--- config.mk ---
export PLATFORM = sky130hd
export DESIGN_NAME = float32_multiply_normalized_core
export DESIGN_NICKNAME = d
export VERILOG_FILES = /design/src/rtl/fmn_pkg.sv /design/src/rtl/float32_multiply_normalized_core.sv /design/src/rtl/fmn_mult.sv /design/src/rtl/fmn_round.sv
export SDC_FILE = /design/constraint.sdc
export NUM_CORES = 1
export LEC_CHECK = 0
export ABC_AREA = 1
export BUFFER_PORTS_ARGS = -buffer_cell sky130_fd_sc_hd__buf_2
export CAP_MARGIN = 25
export CORE_MARGIN = 2
export CORE_UTILIZATION = 59
export DETAILED_ROUTE_END_ITERATION = 16
export GPL_ROUTABILITY_DRIVEN = 0
export PLACE_DENSITY = 0.91
export SLEW_MARGIN = 20
export SYNTH_ARGS = -nofsm -noshare
export SYNTH_HDL_FRONTEND = slang
export SYNTH_SLANG_ARGS = --single-unit
--- constraint.sdc ---
create_clock -name clk -period 6 [get_ports clk]
set_input_delay 1.2 -clock clk [delete_from_list [all_inputs] [get_ports clk]]
set_output_delay 1.2 -clock clk [all_outputs]
set_load 0.03 [all_outputs]
--- src/rtl/fmn_pkg.sv ---
`timescale 1ns / 1ps
package fmn_pkg;
  localparam int unsigned WordW = 32;
  localparam int unsigned FracW = 23;
  localparam int unsigned SigW = 24;
  localparam int unsigned ExpW = 8;
  localparam logic [ExpW-1:0] ExpBias = 8'd127;

  typedef struct packed {
    logic              sign;
    logic [ExpW-1:0]   exp;
    logic [SigW-1:0]   sig_a;
    logic [SigW-1:0]   sig_b;
  } unpack_t;

  typedef struct packed {
    logic              sign;
    logic [ExpW-1:0]   exp;
    logic [2*SigW-1:0] prod;
  } mult_t;
endpackage

--- src/rtl/float32_multiply_normalized_core.sv ---
`timescale 1ns / 1ps
// A new operand word is taken every cycle and busy is never raised; each product appears on
// out_product with out_valid once its operands have passed in order through the unpack, the
// 24 by 24 multiply and the normalise-and-round register stages. The receiver cannot stall.
module float32_multiply_normalized_core (
  input  logic        clk,
  input  logic        rst_n,
  input  logic        start,
  output logic        busy,
  input  logic [31:0] in_operand_a,
  input  logic [31:0] in_operand_b,
  output logic        out_valid,
  output logic [31:0] out_product
);
  import fmn_pkg::*;

  logic    s1_vld_r;
  unpack_t s1_r;
  logic    s2_vld;
  mult_t   s2;

  always_ff @(posedge clk) begin
    if (!rst_n) begin
      s1_vld_r <= 1'b0;
    end else begin
      s1_vld_r <= start;
    end
  end

  always_ff @(posedge clk) begin
    s1_r.sign  <= in_operand_a[WordW-1] ^ in_operand_b[WordW-1];
    s1_r.exp   <= in_operand_a[WordW-2:FracW] + in_operand_b[WordW-2:FracW] - ExpBias;
    s1_r.sig_a <= {1'b1, in_operand_a[FracW-1:0]};
    s1_r.sig_b <= {1'b1, in_operand_b[FracW-1:0]};
  end

  fmn_mult u_mult (
    .clk(clk), .rst_n(rst_n), .vld_i(s1_vld_r), .in_i(s1_r), .vld_o(s2_vld), .out_o(s2)
  );

  fmn_round u_round (
    .clk(clk), .rst_n(rst_n), .vld_i(s2_vld), .in_i(s2), .vld_o(out_valid),
    .word_o(out_product)
  );

  assign busy = 1'b0;

  a_lat: assert property (@(posedge clk) disable iff (!rst_n)
    start |-> ##3 out_valid) else $error("product lost");
  a_none: assert property (@(posedge clk) disable iff (!rst_n)
    s2_vld |-> $past(s1_vld_r)) else $error("stray product");
  a_busy: assert property (@(posedge clk) !busy) else $error("busy raised");
endmodule

--- src/rtl/fmn_mult.sv ---
`timescale 1ns / 1ps
module fmn_mult (
  input  logic           clk,
  input  logic           rst_n,
  input  logic           vld_i,
  input  fmn_pkg::unpack_t in_i,
  output logic           vld_o,
  output fmn_pkg::mult_t out_o
);
  import fmn_pkg::*;

  logic   vld_r;
  mult_t  out_r;

  always_ff @(posedge clk) begin
    if (!rst_n) begin
      vld_r <= 1'b0;
    end else begin
      vld_r <= vld_i;
    end
  end

  always_ff @(posedge clk) begin
    out_r.sign <= in_i.sign;
    out_r.exp  <= in_i.exp;
    out_r.prod <= in_i.sig_a * in_i.sig_b;
  end

  assign vld_o = vld_r;
  assign out_o = out_r;
endmodule

--- src/rtl/fmn_round.sv ---
`timescale 1ns / 1ps
module fmn_round (
  input  logic           clk,
  input  logic           rst_n,
  input  logic           vld_i,
  input  fmn_pkg::mult_t in_i,
  output logic           vld_o,
  output logic [fmn_pkg::WordW-1:0] word_o
);
  import fmn_pkg::*;

  logic              vld_r;
  logic [WordW-1:0]  word_r;
  logic              hi;
  logic [SigW-1:0]   sig;
  logic              rnd;
  logic [SigW:0]     sum;
  logic [ExpW-1:0]   exp;
  logic [FracW-1:0]  frac;

  always_comb begin
    hi  = in_i.prod[2*SigW-1];
    sig = hi ? in_i.prod[2*SigW-1:SigW] : in_i.prod[2*SigW-2:FracW];
    rnd = hi ? in_i.prod[FracW] : in_i.prod[FracW-1];
    sum = {1'b0, sig} + {{SigW{1'b0}}, rnd};
    exp = in_i.exp + {{(ExpW-1){1'b0}}, hi} + {{(ExpW-1){1'b0}}, sum[SigW]};
    frac = sum[SigW] ? sum[SigW-1:1] : sum[FracW-1:0];
  end

  always_ff @(posedge clk) begin
    if (!rst_n) begin
      vld_r <= 1'b0;
    end else begin
      vld_r <= vld_i;
    end
  end

  always_ff @(posedge clk) begin
    word_r <= {in_i.sign, exp, frac};
  end

  assign vld_o  = vld_r;
  assign word_o = word_r;
endmodule

==> summary.txt, run 1 <==
outcome: did not finish
Failed at: global routing
stop err: [ERROR GRT-0232] Routing congestion too high. Check the congestion heatmap in the GUI.
total gr overflow: 1
initial core utilization: 59.9%
Gate Count Post-Synth: 3061
Max clock buf depth: 2
Syn Std Cell Area: 23800 um2
initial antenna violation count: 13
IO buf count: 99
DIE HEIGHT: 205 um
Syn Area/Cell: 7.77 um2
GRT Util Overall: 70.5%
FP Rows: 73
H-Tree Depth: 4
worst endpoint after global-route timing repair: u_mult.out_o[43]$_DFF_P_/D
number of synthesized flops with an enable pin: 0
total CTS buffers: 17
Seq/Total Area, Yosys: 10.5%
root buf cell: clkbuf_16
Mapped Nets: 3796
Post-synth ARST share: 0%
die width: 205 um
io pins: 101
post-synthesis cell type count: 42
Yosys warning count: 0
worst endpoint pin kind: register data pin
Post-DP HPWL: 54.2 mm
#FFs+latches synth: 125
clock sink count: 125
largest net degree at the start of global routing: 33
Post-synth top flop: dfxtp_1
[timing repair]
item / 4_1_cts
hold buffers: 0
gates cloned: 5
gates resized for setup: 84
setup buffers: 7
pin swaps: 21
setup endpoints to repair: 26
[per-stage QoR]
step | instances | hold slack (ns) | cell area [um2] | util (%) | setup WS [ns]
2_1_floorplan | 3061 | 0.310 | 23800 | - | 0.145
3_3_place_gp | 3725 | 0.310 | 25900 | 65.2 | -0.163
4_1_cts | 3769 | 0.327 | 27000 | 67.9 | -0.0134
3_5_place_dp | 3725 | 0.313 | 25900 | 65.2 | -0.308
[metal layers]
| metal | track usage [%] | GRT overflow |
|---|---|---|
| met1 | 65.6 | 0 |
| met2 | 82.2 | 1 |
| met3 | 66.2 | 0 |
| met4 | 66.3 | 0 |
| met5 | 60.4 | 0 |
[synthesized netlist by cell type (all sizes together) (11+ instances only)]
| cell type | count | area, um2 |
|---|---|---|
| fa | 483 | 9670 |
| nand2 | 780 | 2940 |
| xor2 | 27 | 236 |
| o21bai | 11 | 82.6 |
| dfxtp | 125 | 2500 |
| a21oi | 61 | 305 |
| xnor2 | 13 | 114 |
| ha | 185 | 2310 |
| nor3 | 18 | 118 |
| inv | 975 | 3660 |
| nand4 | 11 | 68.8 |
| o21ai | 47 | 288 |
| nand3 | 48 | 253 |
| nor2 | 136 | 528 |
| clkbuf | 92 | 345 |
[kinds of logic after synthesis]
| logic type | Yosys count | synth area share (%) |
|---|---|---|
| buffers and inverters | 1074 | 17.1 |
| AND/OR/NAND/NOR | 1005 | 16.8 |
| adder cells (fa/ha/maj) | 668 | 50.4 |
| AO/OA/AOI/OAI | 147 | 3.71 |
| flip-flops | 125 | 10.5 |
| XOR/XNOR | 40 | 1.47 |
| other | 1 | 0.0158 |
| multiplexers | 1 | 0.0421 |
==> run 2: changes to the inputs <==
- CORE_UTILIZATION: 59 -> 40
- PLACE_DENSITY: 0.91 -> unset
- PLACE_DENSITY_LB_ADDON: unset -> 0.15
- clock period: 6 -> 7.8 ns (I/O delays scaled with it)
==> run 2 against run 1 <==
  * The run now ends clean
  * Synthesized cell count unchanged
  * Area after synthesis unchanged
==> summary.txt, run 2 <==
TritonCTS clock tree: yes
IO buf count: 99
Gate Count Post-Synth: 3061
Vias: 18376
Seq/Total Area, Yosys: 10.5%
count leader, synth: inv_1
outcome: complete, no violations
die area: 61400 um2
final setup fails: 0
flop-to-flop setup slack: 0.93 ns
FP Rows: 89
max_slew headroom: 30.5%
worst setup path startpoint: s1_r[38]
Syn Std Cell Area: 23800 um2
Tmin final: 6.87 ns
CP Max Fanout: 17
fillcell total: 6013
number of synthesized flops with an enable pin: 0
fin crit share: 88.0%
WL per Instance: 16.1 um
Post-DP HPWL: 52.9 mm
TritonRoute pass-1 iters: 6
reg2reg end: u_mult.out_o[41]
initial core utilization: 40.4%
ratio of cells with drive above 1 in the final layout: 7.33%
Antenna Nets Post-Route: 0
top routing layer in use: met4
initial antenna violation count: 1
Vias/cell: 4.68
FF-to-FF Start: s1_r[38]
post-synthesis cell type count: 42
worst hold path class: flop to flop
drc violations: 0
Crit path arrival time: 7.24 ns
die width: 248 um
Core Box Area: 58900 um2
worst setup path class: flop to flop
nets@finish: 3875
total gr overflow: 0
critical path capture point: u_mult.out_o[41]
cells on worst reg2reg path: 24
Worst-Margin Slew: 1.04 ns
area of the multi-input gates: 17200 um2
cell taking the most area after synthesis: fa_1
area share of the largest cell type after synthesis: 40.6%
#FFs+latches synth: 125
met3 WL: 2.89 mm
met1 WL: 27.2 mm
Post-synth top flop: dfxtp_1
Syn Area/Cell: 7.77 um2
Post-synth top cells: 967 x inv_1, 775 x nand2_1, 483 x fa_1
Routed WL: 63.2 mm
Hold Violations, Final: 0
hold buffers post-CTS: 0
Largest register FFs: 55
register area: 2500 um2
area added between synthesis and finish: 9.00%
worst skew pair latency: 0.49 ns
GRT Util Overall: 22.3%
post-route setup TNS: 0 ns
Hold Path Stages: 0
HP Start: s1_r[48]
Max clock buf depth: 2
Initial DRC Count: 939
Setup crit start kind: flop
H-Tree Depth: 4
Yosys warning count: 0
worst path required time: 8.18 ns
max cap viols: 0
first-pass GRT wire length: 105 mm
Highest Clock Rate: 146 MHz
io pins: 101
top cells by area, synth: fa_1 41%, inv_1 15%, nand2_1 12%
root buf cell: clkbuf_16
DIE HEIGHT: 248 um
post-CTS setup buffer count: 0
Worst Clk Skew: 0.0235 ns
Clk pin slew, worst setup/hold paths: 0.08 ns
total CTS buffers: 17
RSZ-0062 raised after global routing: no
met2 WL post-DR: 31.1 mm
vias in the first global route: 20347
fin. max-slew vios: 0
clock sink count: 125
commonest non-fill, non-tap cell in the layout: inv_1
largest register by flop count: s1_r
Post-synth ARST share: 0%
CP endpoint kind: flop
Mapped Nets: 3796
post-CTS sizing: 0
largest net degree at the start of global routing: 33
commonest cells after routing, fill and taps aside: 967 x inv_1, 775 x nand2_1, 483 x fa_1
## run 2: layout make-up
class | count | share of cell area [%]
well taps | 773 | 3.73
multi-input cells | 1862 | 66.4
flip-flops and latches | 125 | 9.65
diodes | 1 | 0.00965
repair buffers | 158 | 3.68
inverters | 976 | 14.1
clock buffers | 17 | 1.64
clock inverters | 15 | 0.758
## run 2: cells by family after synthesis
family	Yosys count	share of synthesized area, %
AOI/OAI and AO/OA	147	3.71
other	1	0.0158
xor gates and xnor gates	40	1.47
DFF	125	10.5
muxes	1	0.0421
buffers and inverters	1074	17.1
and+or+nand+nor	1005	16.8
adders and majority gates	668	50.4
## run 2: metal layers
metal	up-vias	GRT usage, %
met4	0	8.47
li1	8752	-
met5	-	0
met1	9080	27.9
met2	434	38.8
met3	110	3.38
## run 2: worst max-delay path, cell delays in order, from the launching register on
cell and delay [ns]:
dfxtp_1 1.01, buf_4 0.26, nand2_1 0.05, inv_1 0.12, fa_1 0.45, fa_1 0.51, inv_1 0.05, fa_1 0.46
fa_1 0.52, inv_1 0.05, fa_1 0.44, fa_1 0.52, inv_1 0.05, fa_1 0.53, inv_1 0.06, ha_1 0.38
nand2_1 0.17, nor2_1 0.25, inv_1 0.07, nor2_1 0.14, inv_1 0.09, nor3_1 0.25, nand3_1 0.16, nand4_1 0.12
nand2_1 0.06
## run 2: metrics by stage
stage | hold slack, ns | instance area [um2] | util (%) | setup slack (ns) | cells
2_1_floorplan | 0.310 | 23800 | - | 1.95 | 3061
3_3_place_gp | 0.310 | 25300 | 42.9 | 0.883 | 3892
3_5_place_dp | 0.312 | 25300 | 43.0 | 0.972 | 3894
4_1_cts | 0.328 | 25900 | 44.0 | 0.942 | 3926
5_1_grt | 0.331 | 25900 | 44.0 | 0.558 | 3926
6_report | 0.327 | 25900 | 44.0 | 0.935 | 3927
## run 2: how the worst min path moves through the flow
stage / end
6_report: u_mult.out_o[48]
5_1_grt: u_mult.out_o[55]
4_1_cts: u_mult.out_o[48]
3_5_place_dp: u_mult.out_o[48]
3_3_place_gp: u_mult.out_o[55]
2_1_floorplan: u_mult.out_o[48]
Power of run 2 is not shown: default switching activity piles up to over one toggle a cycle in this logic, so the estimate is an artifact.
==> run 3: changes to the inputs <==
- CELL_PAD_IN_SITES_DETAIL_PLACEMENT: unset -> 1
- CELL_PAD_IN_SITES_GLOBAL_PLACEMENT: unset -> 1
==> run 3 against run 2 <==
  * Sequential share of layout area about the same
  * Global-route usage up 2.6 points
  * Maximum frequency down 4.0%
  * Critical endpoint is now u_mult.out_o[37]
==> summary.txt, run 3 (synthesized netlist as in run 2, its figures left out) <==
Max clock buf depth: 2
outcome: complete, no violations
Hold Violations, Final: 0
worst skew pair latency: 0.49 ns
Initial DRC Count: 756
die width: 248 um
commonest cells after routing, fill and taps aside: 967 x inv_1, 775 x nand2_1, 483 x fa_1
area added between synthesis and finish: 9.19%
GRT Util Overall: 24.9%
CP Max Fanout: 19
Largest register FFs: 55
first-pass GRT wire length: 116 mm
Core Box Area: 58900 um2
Final Hold Slack: 0.326 ns
Highest Clock Rate: 140 MHz
RSZ-0062 raised after global routing: no
max cap viols: 0
Buf/Inv on CP: 6
largest register by flop count: s1_r
CP max-delay cell: dfxtp_1
Crit path arrival time: 7.54 ns
final setup fails: 0
worst path required time: 8.19 ns
Post-DP HPWL: 61.0 mm
worst setup path class: flop to flop
worst setup path startpoint: s1_r[9]
ANT cells: 0
initial antenna violation count: 0
drc violations: 0
Vias/cell: 4.78
hold buffers post-CTS: 0
crit-path leading delay family: adder cells
Vias: 18814
commonest non-fill, non-tap cell in the layout: inv_1
Tmin final: 7.15 ns
fin crit share: 91.6%
ratio of cells with drive above 1 in the final layout: 7.65%
Crit path largest cell delay: 1.00 ns
io pins: 101
total gr overflow: 0
Worst Clk Skew: 0.0217 ns
Antenna Nets Post-Route: 0
CP endpoint kind: flop
root buf cell: clkbuf_16
vias in the first global route: 21847
FF-to-FF Start: s1_r[9]
post-CTS sizing: 0
Critical Path Most Common Cell: fa_1
nets@finish: 3887
HP Start: s1_r[56]
largest net degree at the start of global routing: 33
IO buf count: 99
clock sink count: 125
H-Tree Depth: 4
fin. max-slew vios: 0
die area: 61400 um2
worst hold path class: flop to flop
total CTS buffers: 17
post-route setup TNS: 0 ns
Clk pin slew, worst setup/hold paths: 0.07 ns
cells along the critical path: buf_4 -> nand2_1 -> fa_1 -> inv_1 -> fa_1 -> inv_1 -> fa_1 -> inv_1 -> fa_1 -> fa_1 -> fa_1 -> inv_1 -> fa_1 -> inv_1 -> ha_1 -> a21o_1 -> a21oi_1 -> o21ai_0 -> a21oi_1 -> nand3_1 -> xor2_1
DIE HEIGHT: 248 um
max_slew headroom: 30.7%
Worst-Margin Slew: 1.04 ns
Setup crit start kind: flop
WL per Instance: 18.0 um
post-CTS setup buffer count: 0
initial core utilization: 40.4%
TritonCTS clock tree: yes
Routed WL: 71.0 mm
FP Rows: 89
TritonRoute pass-1 iters: 5
-- run 3: cell count changes in the layout (fill, tap and decap cells not counted) --
cell,previous run,this run
buf_4,57,71
clkinv_8,2,4
buf_8,2,0
dfxtp_1,124,125
clkinv_4,0,2
inv_8,4,5
diode_2,1,0
inv_6,5,2
dfxtp_2,1,0
bufinv_16,2,0
-- run 3: final cells by class --
type	count	area, um2
Fill cell	7387	32900
Clock inverter	15	171
Clock buffer	17	425
Timing Repair Buffer	170	1030
Tap cell	773	967
Sequential cell	125	2500
Multi-Input combinational cell	1862	17200
Inverter	976	3670
-- run 3: per-layer routing --
metal	wire [um]	part of all wire, %	global-route usage (%)	up-vias
met5	0	0	0	-
met4	2180	3.1	8.24	0
met3	2330	3.3	3.37	105
met2	36700	52	45.4	313
met1	29900	42	30.0	9627
li1	-	-	-	8769
-- run 3: final timing paths --
path	endpoint	depth (start not counted)	slack, ns
setup reg to reg	u_mult.out_o[37]	21	0.65
hold reg to reg	u_mult.out_o[56]	0	0.33
setup / recovery	u_mult.out_o[37]	21	0.65
hold / removal	u_mult.out_o[56]	0	0.33
-- run 3: worst reg2reg max path, stage by stage, from the launching register on --
cell and delay (ns):
dfxtp_1 1.00, buf_4 0.33, nand2_1 0.10, fa_1 0.58, inv_1 0.06, fa_1 0.54, inv_1 0.05, fa_1 0.51
inv_1 0.06, fa_1 0.44, fa_1 0.50, fa_1 0.50, inv_1 0.05, fa_1 0.47, inv_1 0.04, ha_1 0.35
a21o_1 0.22, a21oi_1 0.20, o21ai_0 0.25, a21oi_1 0.29, nand3_1 0.24, xor2_1 0.28
-- run 3: per-stage QoR --
stage               cell area (um2)  worst slack [ns]  instances  utilization, %
finish                        26000             0.652       3938            44.1
global route                  26000             0.401       3938            44.1
CTS                           26000             0.752       3938            44.1
detailed placement            25400             0.778       3906            43.1
global placement              25400             0.876       3906            43.1
floorplan                     23800              1.95       3061               -
Power of run 3 is left out for the same reason.
